--- src/hltp_pkg.sv ---
package hltp_pkg;

    // Field widths fixed by the stream format
    localparam int CODE_W   = 8;
    localparam int VALUE_W  = 32;
    localparam int CFG_W    = 11;
    localparam int IDX_W    = 10;
    localparam int COUNT_W  = 11;
    localparam int STATUS_W = 2;

    // Result codes
    typedef enum logic [STATUS_W-1:0] {
        ST_OK    = 2'd0,
        ST_FULL  = 2'd1,
        ST_LIMIT = 2'd2
    } status_t;

    // Two djb2 rounds from 5381 collapse to 5381*33*33 + 33*a + b, which stays below 2^24
    localparam int HASH_W = 24;
    localparam logic [HASH_W-1:0] HASH_BASE = 24'd5859909;

    // Remainder unit: four quotient bits per cycle
    localparam int MOD_BITS  = 4;
    localparam int MOD_STEPS = HASH_W / MOD_BITS;
    localparam int MOD_CNT_W = 3;

    // Saturation point of the worst probe count
    localparam logic [IDX_W-1:0] PROBE_SAT = 10'h3FF;

    typedef struct packed {
        logic clear;
        logic accept;
        logic load;
        logic lookup;
        logic mark_full;
        logic mark_limit;
        logic mark_ok;
        logic advance;
        logic commit;
    } cmd_t;

    typedef struct packed {
        logic clr_last;
        logic mod_done;
        logic full;
        logic over_limit;
        logic slot_free;
        logic out_free;
    } sts_t;

endpackage

--- src/hltp_rem.sv ---
module hltp_rem #(
    parameter int DW = 11
) (
    input  logic                          clk,
    input  logic                          rst_n,
    input  logic                          start,
    input  logic [hltp_pkg::HASH_W-1:0]   dividend,
    input  logic [DW-1:0]                 divisor,
    output logic                          done,
    output logic [DW-1:0]                 rem
);

    logic [hltp_pkg::HASH_W-1:0]    shift_reg, shift_next;
    logic [DW-1:0]                  rem_reg, rem_next;
    logic [hltp_pkg::MOD_CNT_W-1:0] cnt_reg, cnt_next;
    logic                           busy_reg, busy_next;
    logic                           done_reg, done_next;
    logic [DW-1:0]                  step_rem;

    // Restoring remainder, MOD_BITS bits from the top each cycle
    always_comb
    begin
        logic [DW:0] part;
        step_rem = rem_reg;
        for (int i = 0; i < hltp_pkg::MOD_BITS; i++)
        begin
            part = {step_rem, shift_reg[hltp_pkg::HASH_W-1-i]};
            if (part >= {1'b0, divisor})
            begin
                part = part - {1'b0, divisor};
            end
            step_rem = DW'(part);
        end
    end

    always_comb
    begin
        shift_next = shift_reg;
        rem_next   = rem_reg;
        cnt_next   = cnt_reg;
        busy_next  = busy_reg;
        done_next  = done_reg;
        if (start)
        begin
            shift_next = dividend;
            rem_next   = '0;
            cnt_next   = '0;
            busy_next  = 1'b1;
            done_next  = 1'b0;
        end
        else if (busy_reg)
        begin
            shift_next = shift_reg << hltp_pkg::MOD_BITS;
            rem_next   = step_rem;
            cnt_next   = cnt_reg + 1'b1;
            if (cnt_reg == hltp_pkg::MOD_CNT_W'(hltp_pkg::MOD_STEPS - 1))
            begin
                busy_next = 1'b0;
                done_next = 1'b1;
            end
        end
    end

    always_ff @(posedge clk or negedge rst_n)
    begin
        if (!rst_n)
        begin
            cnt_reg  <= '0;
            busy_reg <= 1'b0;
            done_reg <= 1'b0;
        end
        else
        begin
            cnt_reg  <= cnt_next;
            busy_reg <= busy_next;
            done_reg <= done_next;
        end
    end

    always_ff @(posedge clk)
    begin
        shift_reg <= shift_next;
        rem_reg   <= rem_next;
    end

    assign done = done_reg;
    assign rem  = rem_reg;

endmodule

--- src/hltp_ctrl.sv ---
module hltp_ctrl (
    input  logic            clk,
    input  logic            rst_n,
    input  logic            in_valid,
    output logic            in_ready,
    input  hltp_pkg::sts_t  sts,
    output hltp_pkg::cmd_t  cmd
);

    typedef enum logic [5:0] {
        S_CLEAR  = 6'b000001,
        S_IDLE   = 6'b000010,
        S_HASH   = 6'b000100,
        S_LOOKUP = 6'b001000,
        S_PROBE  = 6'b010000,
        S_FINISH = 6'b100000
    } state_t;

    state_t state_reg, state_next;

    always_comb
    begin
        state_next = state_reg;
        cmd        = '0;
        in_ready   = 1'b0;
        unique case (state_reg)
            S_CLEAR:
            begin
                cmd.clear = 1'b1;
                if (sts.clr_last)
                begin
                    state_next = S_IDLE;
                end
            end
            S_IDLE:
            begin
                in_ready = 1'b1;
                if (in_valid)
                begin
                    cmd.accept = 1'b1;
                    state_next = S_HASH;
                end
            end
            S_HASH:
            begin
                if (sts.mod_done)
                begin
                    cmd.load   = 1'b1;
                    state_next = S_LOOKUP;
                end
            end
            S_LOOKUP:
            begin
                cmd.lookup = 1'b1;
                if (sts.full)
                begin
                    cmd.mark_full = 1'b1;
                    state_next    = S_FINISH;
                end
                else
                begin
                    state_next = S_PROBE;
                end
            end
            S_PROBE:
            begin
                priority if (sts.over_limit)
                begin
                    cmd.mark_limit = 1'b1;
                    state_next     = S_FINISH;
                end
                else if (sts.slot_free)
                begin
                    cmd.mark_ok = 1'b1;
                    state_next  = S_FINISH;
                end
                else
                begin
                    cmd.advance = 1'b1;
                end
            end
            S_FINISH:
            begin
                if (sts.out_free)
                begin
                    cmd.commit = 1'b1;
                    state_next = S_IDLE;
                end
            end
            default:
            begin
                state_next = S_CLEAR;
            end
        endcase
    end

    always_ff @(posedge clk or negedge rst_n)
    begin
        if (!rst_n)
        begin
            state_reg <= S_CLEAR;
        end
        else
        begin
            state_reg <= state_next;
        end
    end

endmodule

--- src/hltp_dp.sv ---
module hltp_dp #(
    parameter int TABLE_SLOTS = 1024,
    parameter int PROBE_LIMIT = 1000
) (
    input  logic                            clk,
    input  logic                            rst_n,
    input  hltp_pkg::cmd_t                  cmd,
    output hltp_pkg::sts_t                  sts,
    input  logic                            cfg_we,
    input  logic [hltp_pkg::CFG_W-1:0]      cfg_data,
    input  logic [hltp_pkg::CODE_W-1:0]     code_first,
    input  logic [hltp_pkg::CODE_W-1:0]     code_second,
    input  logic [hltp_pkg::VALUE_W-1:0]    pair_value,
    input  logic                            out_ready,
    output logic                            out_valid,
    output hltp_pkg::status_t               status,
    output logic [hltp_pkg::IDX_W-1:0]      slot_index,
    output logic [hltp_pkg::IDX_W-1:0]      entry_index,
    output logic [hltp_pkg::IDX_W-1:0]      probe_count,
    output logic [hltp_pkg::IDX_W-1:0]      worst_probes,
    output logic [hltp_pkg::COUNT_W-1:0]    filled_count
);

    localparam int SW  = $clog2(TABLE_SLOTS);
    localparam int CUW = $clog2(TABLE_SLOTS + 1);
    localparam int TW  = $clog2(PROBE_LIMIT + 2);

    // Table storage
    logic                               occ_mem   [TABLE_SLOTS];
    logic [2*hltp_pkg::CODE_W-1:0]      pair_mem  [TABLE_SLOTS];
    logic [hltp_pkg::IDX_W-1:0]         entry_mem [TABLE_SLOTS];
    logic [hltp_pkg::VALUE_W-1:0]       value_mem [TABLE_SLOTS];

    logic [CUW-1:0]                     cap_reg, cap_next;
    logic [CUW-1:0]                     total_reg, total_next;
    logic [hltp_pkg::IDX_W-1:0]         max_reg, max_next;
    logic [SW-1:0]                      clr_cnt_reg, clr_cnt_next;
    logic [SW-1:0]                      slot_reg, slot_next;
    logic [TW-1:0]                      tries_reg, tries_next;
    hltp_pkg::status_t                  res_reg, res_next;
    logic [2*hltp_pkg::CODE_W-1:0]      pair_reg;
    logic [hltp_pkg::VALUE_W-1:0]       value_reg;
    logic                               occ_q;

    logic                               out_valid_reg, out_valid_next;
    hltp_pkg::status_t                  o_status_reg;
    logic [hltp_pkg::IDX_W-1:0]         o_slot_reg, o_entry_reg, o_probe_reg, o_worst_reg;
    logic [hltp_pkg::COUNT_W-1:0]       o_filled_reg;

    logic [hltp_pkg::HASH_W-1:0]        hash;
    logic [CUW-1:0]                     rem;
    logic                               mod_done;
    logic [CUW-1:0]                     slot_inc;
    logic [SW-1:0]                      slot_wrap;
    logic [SW-1:0]                      rd_addr;
    logic [SW-1:0]                      wr_addr;
    logic                               wr_en;
    logic                               ins_ok;

    // h = 5381*33*33 + 33*a + b
    assign hash = hltp_pkg::HASH_BASE
                + {11'd0, code_first, 5'd0}
                + {16'd0, code_first}
                + {16'd0, code_second};

    hltp_rem #(
        .DW (CUW)
    ) u_rem (
        .clk      (clk),
        .rst_n    (rst_n),
        .start    (cmd.accept),
        .dividend (hash),
        .divisor  (cap_reg),
        .done     (mod_done),
        .rem      (rem)
    );

    assign slot_inc  = CUW'(slot_reg) + CUW'(1);
    assign slot_wrap = (slot_inc == cap_reg) ? '0 : SW'(slot_inc);
    assign rd_addr   = cmd.lookup ? slot_reg : slot_wrap;
    assign ins_ok    = cmd.commit && (res_reg == hltp_pkg::ST_OK);
    assign wr_en     = cmd.clear || ins_ok;
    assign wr_addr   = cmd.clear ? clr_cnt_reg : slot_reg;

    assign sts.clr_last   = (clr_cnt_reg == SW'(TABLE_SLOTS - 1));
    assign sts.mod_done   = mod_done;
    assign sts.full       = (total_reg >= cap_reg);
    assign sts.over_limit = (tries_reg > TW'(PROBE_LIMIT));
    assign sts.slot_free  = !occ_q;
    assign sts.out_free   = !out_valid_reg || out_ready;

    always_comb
    begin
        cap_next       = cap_reg;
        total_next     = total_reg;
        max_next       = max_reg;
        clr_cnt_next   = clr_cnt_reg;
        slot_next      = slot_reg;
        tries_next     = tries_reg;
        res_next       = res_reg;
        out_valid_next = out_valid_reg;

        // Clamp the capacity on write: zero acts as one, oversize as full size
        if (cfg_we)
        begin
            if (cfg_data == '0)
            begin
                cap_next = CUW'(1);
            end
            else if (32'(cfg_data) > 32'(TABLE_SLOTS))
            begin
                cap_next = CUW'(TABLE_SLOTS);
            end
            else
            begin
                cap_next = CUW'(cfg_data);
            end
        end

        if (cmd.clear)
        begin
            clr_cnt_next = clr_cnt_reg + 1'b1;
        end
        if (cmd.load)
        begin
            slot_next  = SW'(rem);
            tries_next = '0;
        end
        if (cmd.advance)
        begin
            slot_next  = slot_wrap;
            tries_next = tries_reg + 1'b1;
        end
        if (cmd.mark_full)
        begin
            res_next = hltp_pkg::ST_FULL;
        end
        if (cmd.mark_limit)
        begin
            res_next = hltp_pkg::ST_LIMIT;
        end
        if (cmd.mark_ok)
        begin
            res_next = hltp_pkg::ST_OK;
        end

        if (cmd.commit)
        begin
            if (32'(tries_reg) > 32'(max_reg))
            begin
                max_next = (32'(tries_reg) > 32'(hltp_pkg::PROBE_SAT))
                         ? hltp_pkg::PROBE_SAT : hltp_pkg::IDX_W'(tries_reg);
            end
            if (ins_ok)
            begin
                total_next = total_reg + 1'b1;
            end
        end

        if (cmd.commit)
        begin
            out_valid_next = 1'b1;
        end
        else if (out_ready)
        begin
            out_valid_next = 1'b0;
        end
    end

    always_ff @(posedge clk or negedge rst_n)
    begin
        if (!rst_n)
        begin
            cap_reg       <= CUW'(TABLE_SLOTS);
            total_reg     <= '0;
            max_reg       <= '0;
            clr_cnt_reg   <= '0;
            out_valid_reg <= 1'b0;
        end
        else
        begin
            cap_reg       <= cap_next;
            total_reg     <= total_next;
            max_reg       <= max_next;
            clr_cnt_reg   <= clr_cnt_next;
            out_valid_reg <= out_valid_next;
        end
    end

    // Payload registers
    always_ff @(posedge clk)
    begin
        slot_reg  <= slot_next;
        tries_reg <= tries_next;
        res_reg   <= res_next;
        if (cmd.accept)
        begin
            pair_reg  <= {code_first, code_second};
            value_reg <= pair_value;
        end
        if (cmd.commit)
        begin
            o_status_reg <= res_reg;
            o_slot_reg   <= ins_ok ? hltp_pkg::IDX_W'(slot_reg) : '0;
            o_entry_reg  <= ins_ok ? hltp_pkg::IDX_W'(total_reg) : '0;
            o_probe_reg  <= hltp_pkg::IDX_W'(tries_reg);
            o_worst_reg  <= max_next;
            o_filled_reg <= hltp_pkg::COUNT_W'(total_next);
        end
    end

    // Occupancy memory: one write port, one registered read port
    always_ff @(posedge clk)
    begin
        if (wr_en)
        begin
            occ_mem[wr_addr] <= !cmd.clear;
        end
        occ_q <= occ_mem[rd_addr];
    end

    // Pair, entry number and value stores, written on a successful insert
    always_ff @(posedge clk)
    begin
        if (ins_ok)
        begin
            pair_mem[slot_reg]           <= pair_reg;
            entry_mem[slot_reg]          <= hltp_pkg::IDX_W'(total_reg);
            value_mem[SW'(total_reg)]    <= value_reg;
        end
    end

    assign out_valid    = out_valid_reg;
    assign status       = o_status_reg;
    assign slot_index   = o_slot_reg;
    assign entry_index  = o_entry_reg;
    assign probe_count  = o_probe_reg;
    assign worst_probes = o_worst_reg;
    assign filled_count = o_filled_reg;

endmodule

--- src/hash_table_linear_probe_insert.sv ---
// Channel   Direction  Handshake                      Payload
// s_axis    in         s_axis_tvalid / s_axis_tready  code_first, code_second, pair_value
// m_axis    out        m_axis_tvalid / m_axis_tready  status, slot, entry, probes, worst, filled
// cfg       in         cfg_valid / cfg_ready          table capacity (11 bits)
//
// An item passes from accept to result valid through the hash remainder, the load and read
// of the start slot, the walk over the occupied slots and the load of the result register;
// a table-full item skips the walk. The next item is accepted once the result has loaded.
// After reset the occupancy memory clears one slot a cycle, with no item accepted; write
// the capacity with no item in flight. A waiting result stalls only the final step of the
// next item, not its accept.
module hash_table_linear_probe_insert #(
    parameter int TABLE_SLOTS = 1024,
    parameter int PROBE_LIMIT = 1000
) (
    input  logic        clk,
    input  logic        rst_n,

    // Insert requests
    input  logic        s_axis_tvalid,
    output logic        s_axis_tready,
    input  logic [47:0] s_axis_tdata,   // code_first[7:0], code_second[15:8], pair_value[47:16]

    // Insert results
    output logic        m_axis_tvalid,
    input  logic        m_axis_tready,
    output logic [55:0] m_axis_tdata,   // status[1:0], slot_index[11:2], entry_index[21:12],
                                        // probe_count[31:22], worst_probes[41:32],
                                        // filled_count[52:42], zero[55:53]

    // Capacity register write
    input  logic        cfg_valid,
    output logic        cfg_ready,
    input  logic [10:0] cfg_data
);

    hltp_pkg::cmd_t                     cmd;
    hltp_pkg::sts_t                     sts;
    hltp_pkg::status_t                  status;
    logic [hltp_pkg::IDX_W-1:0]         slot_index;
    logic [hltp_pkg::IDX_W-1:0]         entry_index;
    logic [hltp_pkg::IDX_W-1:0]         probe_count;
    logic [hltp_pkg::IDX_W-1:0]         worst_probes;
    logic [hltp_pkg::COUNT_W-1:0]       filled_count;

    // The capacity register accepts a write on any cycle
    assign cfg_ready = 1'b1;

    // Sequence hashing, probing and the final commit
    hltp_ctrl u_ctrl (
        .clk      (clk),
        .rst_n    (rst_n),
        .in_valid (s_axis_tvalid),
        .in_ready (s_axis_tready),
        .sts      (sts),
        .cmd      (cmd)
    );

    // Hash, occupancy walk, counters, stores and output register
    hltp_dp #(
        .TABLE_SLOTS (TABLE_SLOTS),
        .PROBE_LIMIT (PROBE_LIMIT)
    ) u_dp (
        .clk          (clk),
        .rst_n        (rst_n),
        .cmd          (cmd),
        .sts          (sts),
        .cfg_we       (cfg_valid),
        .cfg_data     (cfg_data),
        .code_first   (s_axis_tdata[7:0]),
        .code_second  (s_axis_tdata[15:8]),
        .pair_value   (s_axis_tdata[47:16]),
        .out_ready    (m_axis_tready),
        .out_valid    (m_axis_tvalid),
        .status       (status),
        .slot_index   (slot_index),
        .entry_index  (entry_index),
        .probe_count  (probe_count),
        .worst_probes (worst_probes),
        .filled_count (filled_count)
    );

    // Pack the result fields, lowest field first, pad to whole bytes
    assign m_axis_tdata = {3'b000, filled_count, worst_probes, probe_count,
                           entry_index, slot_index, status};

endmodule
--- config.mk ---
export PLATFORM = sky130hd
export DESIGN_NAME = hash_table_linear_probe_insert
export DESIGN_NICKNAME = d
export VERILOG_FILES = /design/src/hltp_pkg.sv /design/src/hltp_rem.sv /design/src/hltp_ctrl.sv /design/src/hltp_dp.sv /design/src/hash_table_linear_probe_insert.sv
export SDC_FILE = /design/constraint.sdc
export NUM_CORES = 2
export LEC_CHECK = 0
export ABC_AREA = 1
export ABC_CLOCK_PERIOD_IN_PS = 14500
export BUFFER_PORTS_ARGS = -buffer_cell sky130_fd_sc_hd__buf_2
export CAP_MARGIN = 5
export CORE_UTILIZATION = 25
export DETAILED_ROUTE_END_ITERATION = 6
export HOLD_SLACK_MARGIN = 0.02
export SYNTH_ARGS = -nofsm -noshare
export SYNTH_HDL_FRONTEND = slang
export SYNTH_SLANG_ARGS = --single-unit
--- constraint.sdc ---
create_clock -name clk -period 14.5 [get_ports clk]
set_input_delay 2.9 -clock clk [delete_from_list [all_inputs] [get_ports clk]]
set_output_delay 2.9 -clock clk [all_outputs]
set_load 0.01 [all_outputs]
==> flow_metrics.py <==
metrics = {
    "drt": {
        "ant_nets": 0,
        "wl_mm": 174,
        "vias_per_cell": 4.78,
        "drc": 0,
        "drt_iter0_markers": 5144,
        "wl_per_cell_um": 18.7,
        "num_vias": 44600,
        "first_pass_iters": 6,
    },
    "global_route": {
        "grt_first_pass_wirelength_mm": 259,
        "first_global_vias": 41900,
        "gr-total-overflow": 0,
        "grt_antenna_before_repair": 0,
        "grt_max_degree": 272,
        "grtUsageTotal_pct": 14.2,
    },
    "timing": {
        "fin_crit_ns": 9.76,
        "tightest_slew_ns": 1.26,
        "period_share_pct": 67.3,
        "fin_setup_tns_ns": 0,
        "whs_ns": 0.486,
        "rsz0062_at_grt": "no",
        "fmax_mhz": 102,
        "setup_viol": 0,
        "skew_ns": 0.0549,
        "hold_viol_final": 0,
        "max-slew-margin-rel_pct": 15.9,
        "slew_violations": 0,
    },
    "clock_tree": {
        "cts_resized": 0,
        "clk_latency_ns": 0.77,
        "cts_buffer_depth": 3,
        "holdBufCountCts": 0,
        "clock-root-buffer": "clkbuf_16",
        "cts_setup_buffers": 0,
        "cts-htree-levels": 3,
        "tritoncts": "done",
        "cts.clk_slew.worst_paths_ns": 0.07,
        "cts_made_buffers": 121,
        "clock_sinks": 1189,
    },
    "floorplanning": {
        "rows": 178,
        "ios": 123,
        "dieArea_mm2": 0.238,
        "die_h_um": 488,
        "die_x_um": 488,
        "start_util_pct": 25.1,
        "core_mm2": 0.235,
    },
    "worst_setup_path": {
        "critPathMaxFanout": 21,
        "cp-end-kind": "register",
        "worst_ep_arrival_time_ns": 10.34,
        "cp_slowest_stage_delay_ns": 0.52,
        "required_ns": 15.08,
        "cp_slowest_cell": "dfrtp_1",
        "cp_common_cell": "nand2_1",
        "worst-setup-path-type": "reg2reg",
        "start_kind": "register",
    },
    "synth": {
        "yosysWarnings": 0,
        "avgSynthCellArea_um2": 9.46,
        "async_reset_ff_share_pct": 4.54,
        "synth_simple_gate_area_share_pct": 24.9,
        "synth_mux_area_share_pct": 0,
        "synth_top_family_by_area": "simple AND/OR/NAND/NOR gates",
        "ys_ff_latch": 1189,
        "ys_top_cells_by_area": "edfxtp_1 57%, nand2_1 7.9%, nor2_1 7.3%",
        "netlist_area_mm2": 0.0591,
        "synth-edff-count": 1121,
        "ys_seq_area_share_pct": 59.7,
        "synthAdderAreaFrac_pct": 2.30,
        "ys_types": 55,
        "synth_xor_area_share_pct": 0.853,
        "synth_compound_area_share_pct": 4.32,
        "ys.flop_type": "edfxtp_1",
        "synth_area_leader_cell": "edfxtp_1",
        "synth_top_area_share_pct": 57.0,
        "postSynthCellCount": 6247,
    },
    "placed_design": {
        "dp_hpwl_mm": 87.6,
        "numPortBuffers": 86,
        "gp_congestion": 0.843,
    },
    "final_layout": {
        "regArea_mm2": 0.0353,
        "multiInputGateArea_mm2": 0.0194,
        "drive_above_1_share_pct": 6.75,
        "largest_reg_flops": 1024,
        "final_nets": 6250,
        "area_growth_syn_to_layout_pct": 11.5,
        "fillers": 24700,
    },
    "power_and_ir_drop": {
        "vdd_ir_drop_max_v": 0.000329,
        "p_per_area_mw_per_mm2": 195,
        "cellLeakagePower_nw": 23.9,
    },
    "status": {
        "outcome": "finished, final reports clean",
    },
    "hold_path": {
        "hold_path_class": "reg2reg",
    },
    "run": {
        "maxCapViolCount": 0,
    },
}
-- logic make-up after synthesis --
| group | after synthesis |
|---|---|
| buf+inv | 1069 |
| compound gates | 396 |
| fa+ha+maj | 104 |
| xor+xnor | 56 |
| flops | 1189 |
| simple gates | 3431 |
| other cells | 2 |
-- stage by stage --
| step | total power, mW | util, % | instances | instance area [µm²] | setup WS, ns |
|---|---|---|---|---|---|
| after floorplan | 8.63 | - | 6249 | 59100 | 4.34 |
| after global placement | 9.68 | 26.4 | 9109 | 62000 | 4.84 |
| after detailed placement | 9.71 | 26.4 | 9109 | 62000 | 4.89 |
| after CTS | 12.8 | 28.0 | 9328 | 65900 | 4.85 |
| after global routing | 13.6 | 28.0 | 9328 | 65900 | 3.67 |
| final | 12.8 | 28.0 | 9329 | 65900 | 4.74 |
-- placed cells by master (no fill, tap or decap), drive strengths merged, types with 40 or more instances in the layout --
cell	instances
o211ai	186
clkinv	56
edfxtp	1121
inv	615
o21ai	115
ha	96
nor2	1147
clkbuf	151
nand3	807
a21oi	66
nand2	1242
buf	165
nand3b	167
dfrtp	52
xor2	40
-- path summary, 6_finish.rpt --
check,startpoint,to,slack (ns),cells past startpoint
min in group asynchronous,rst_n,u_dp.max_reg[3],2.31,2
max in group asynchronous,rst_n,u_dp.clr_cnt_reg[1],11.67,2
min,u_dp.u_rem.rem[10],u_dp.u_rem.rem[10],0.49,2
max reg2reg,u_dp.cap_reg[0],u_dp.u_rem.rem[4],4.74,47
max,u_dp.cap_reg[0],u_dp.u_rem.rem[4],4.74,47
min reg2reg,u_dp.u_rem.rem[10],u_dp.u_rem.rem[10],0.49,2
-- worst max-delay path, delay by kind of cell (launching register included) --
family	cells	cell delay, ns
fa+ha+maj	5	1.91
buf+inv	5	0.67
compound gates	18	3.84
flops	1	0.52
simple gates	19	2.61
-- synth_stat cells, types with 3 or more instances --
cell type     n
nand2_1    1236
nor2_1     1145
edfxtp_1   1121
nand3_1     803
inv_1       602
o211ai_1    186
clkbuf_1    170
nand3b_1    167
buf_2       141
o21ai_0     102
ha_1         96
a21oi_1      66
buf_1        66
dfrtp_1      52
buf_4        42
xor2_1       40
buf_6        35
nor4_1       21
nand4_1      16
nor3_1       16
xnor2_1      15
dfxtp_1      14
or2_2        12
inv_2         9
o21ai_1       9
fa_1          8
a31oi_1       4
nand2_2       4
nand3_2       4
o21ai_2       4
o21bai_1      4
a21boi_0      3
clkinv_1      3
o21a_1        3
-- power by group --
part | total, mW | internal (mW) | leakage, nW | switching (mW)
logic | 5.20 | 1.49 | 11.1 | 3.71
registers | 4.51 | 4.46 | 10.9 | 0.0504
clock network | 3.11 | 1.72 | 1.88 | 1.39
-- layout make-up --
cell class / instances / share of cell area [%]
timing repair buffer: 165 / 1.65
multi-input combinational: 3991 / 29.4
clock inverter: 68 / 0.984
tap: 3150 / 5.98
inverter: 614 / 3.53
antenna: 1 / 0.00380
clock buffer: 151 / 4.84
sequential: 1189 / 53.6
-- metal layers --
layer  global-route usage (%)  vias up  wire (µm)
met5                        0        -          0
met4                     4.50        0       5430
met3                     2.50      320      16700
met2                     22.5     2020      77600
met1                     19.7    21800      74300
li1                         -    20500          -
Note: power is estimated with default switching activity, not from simulation.
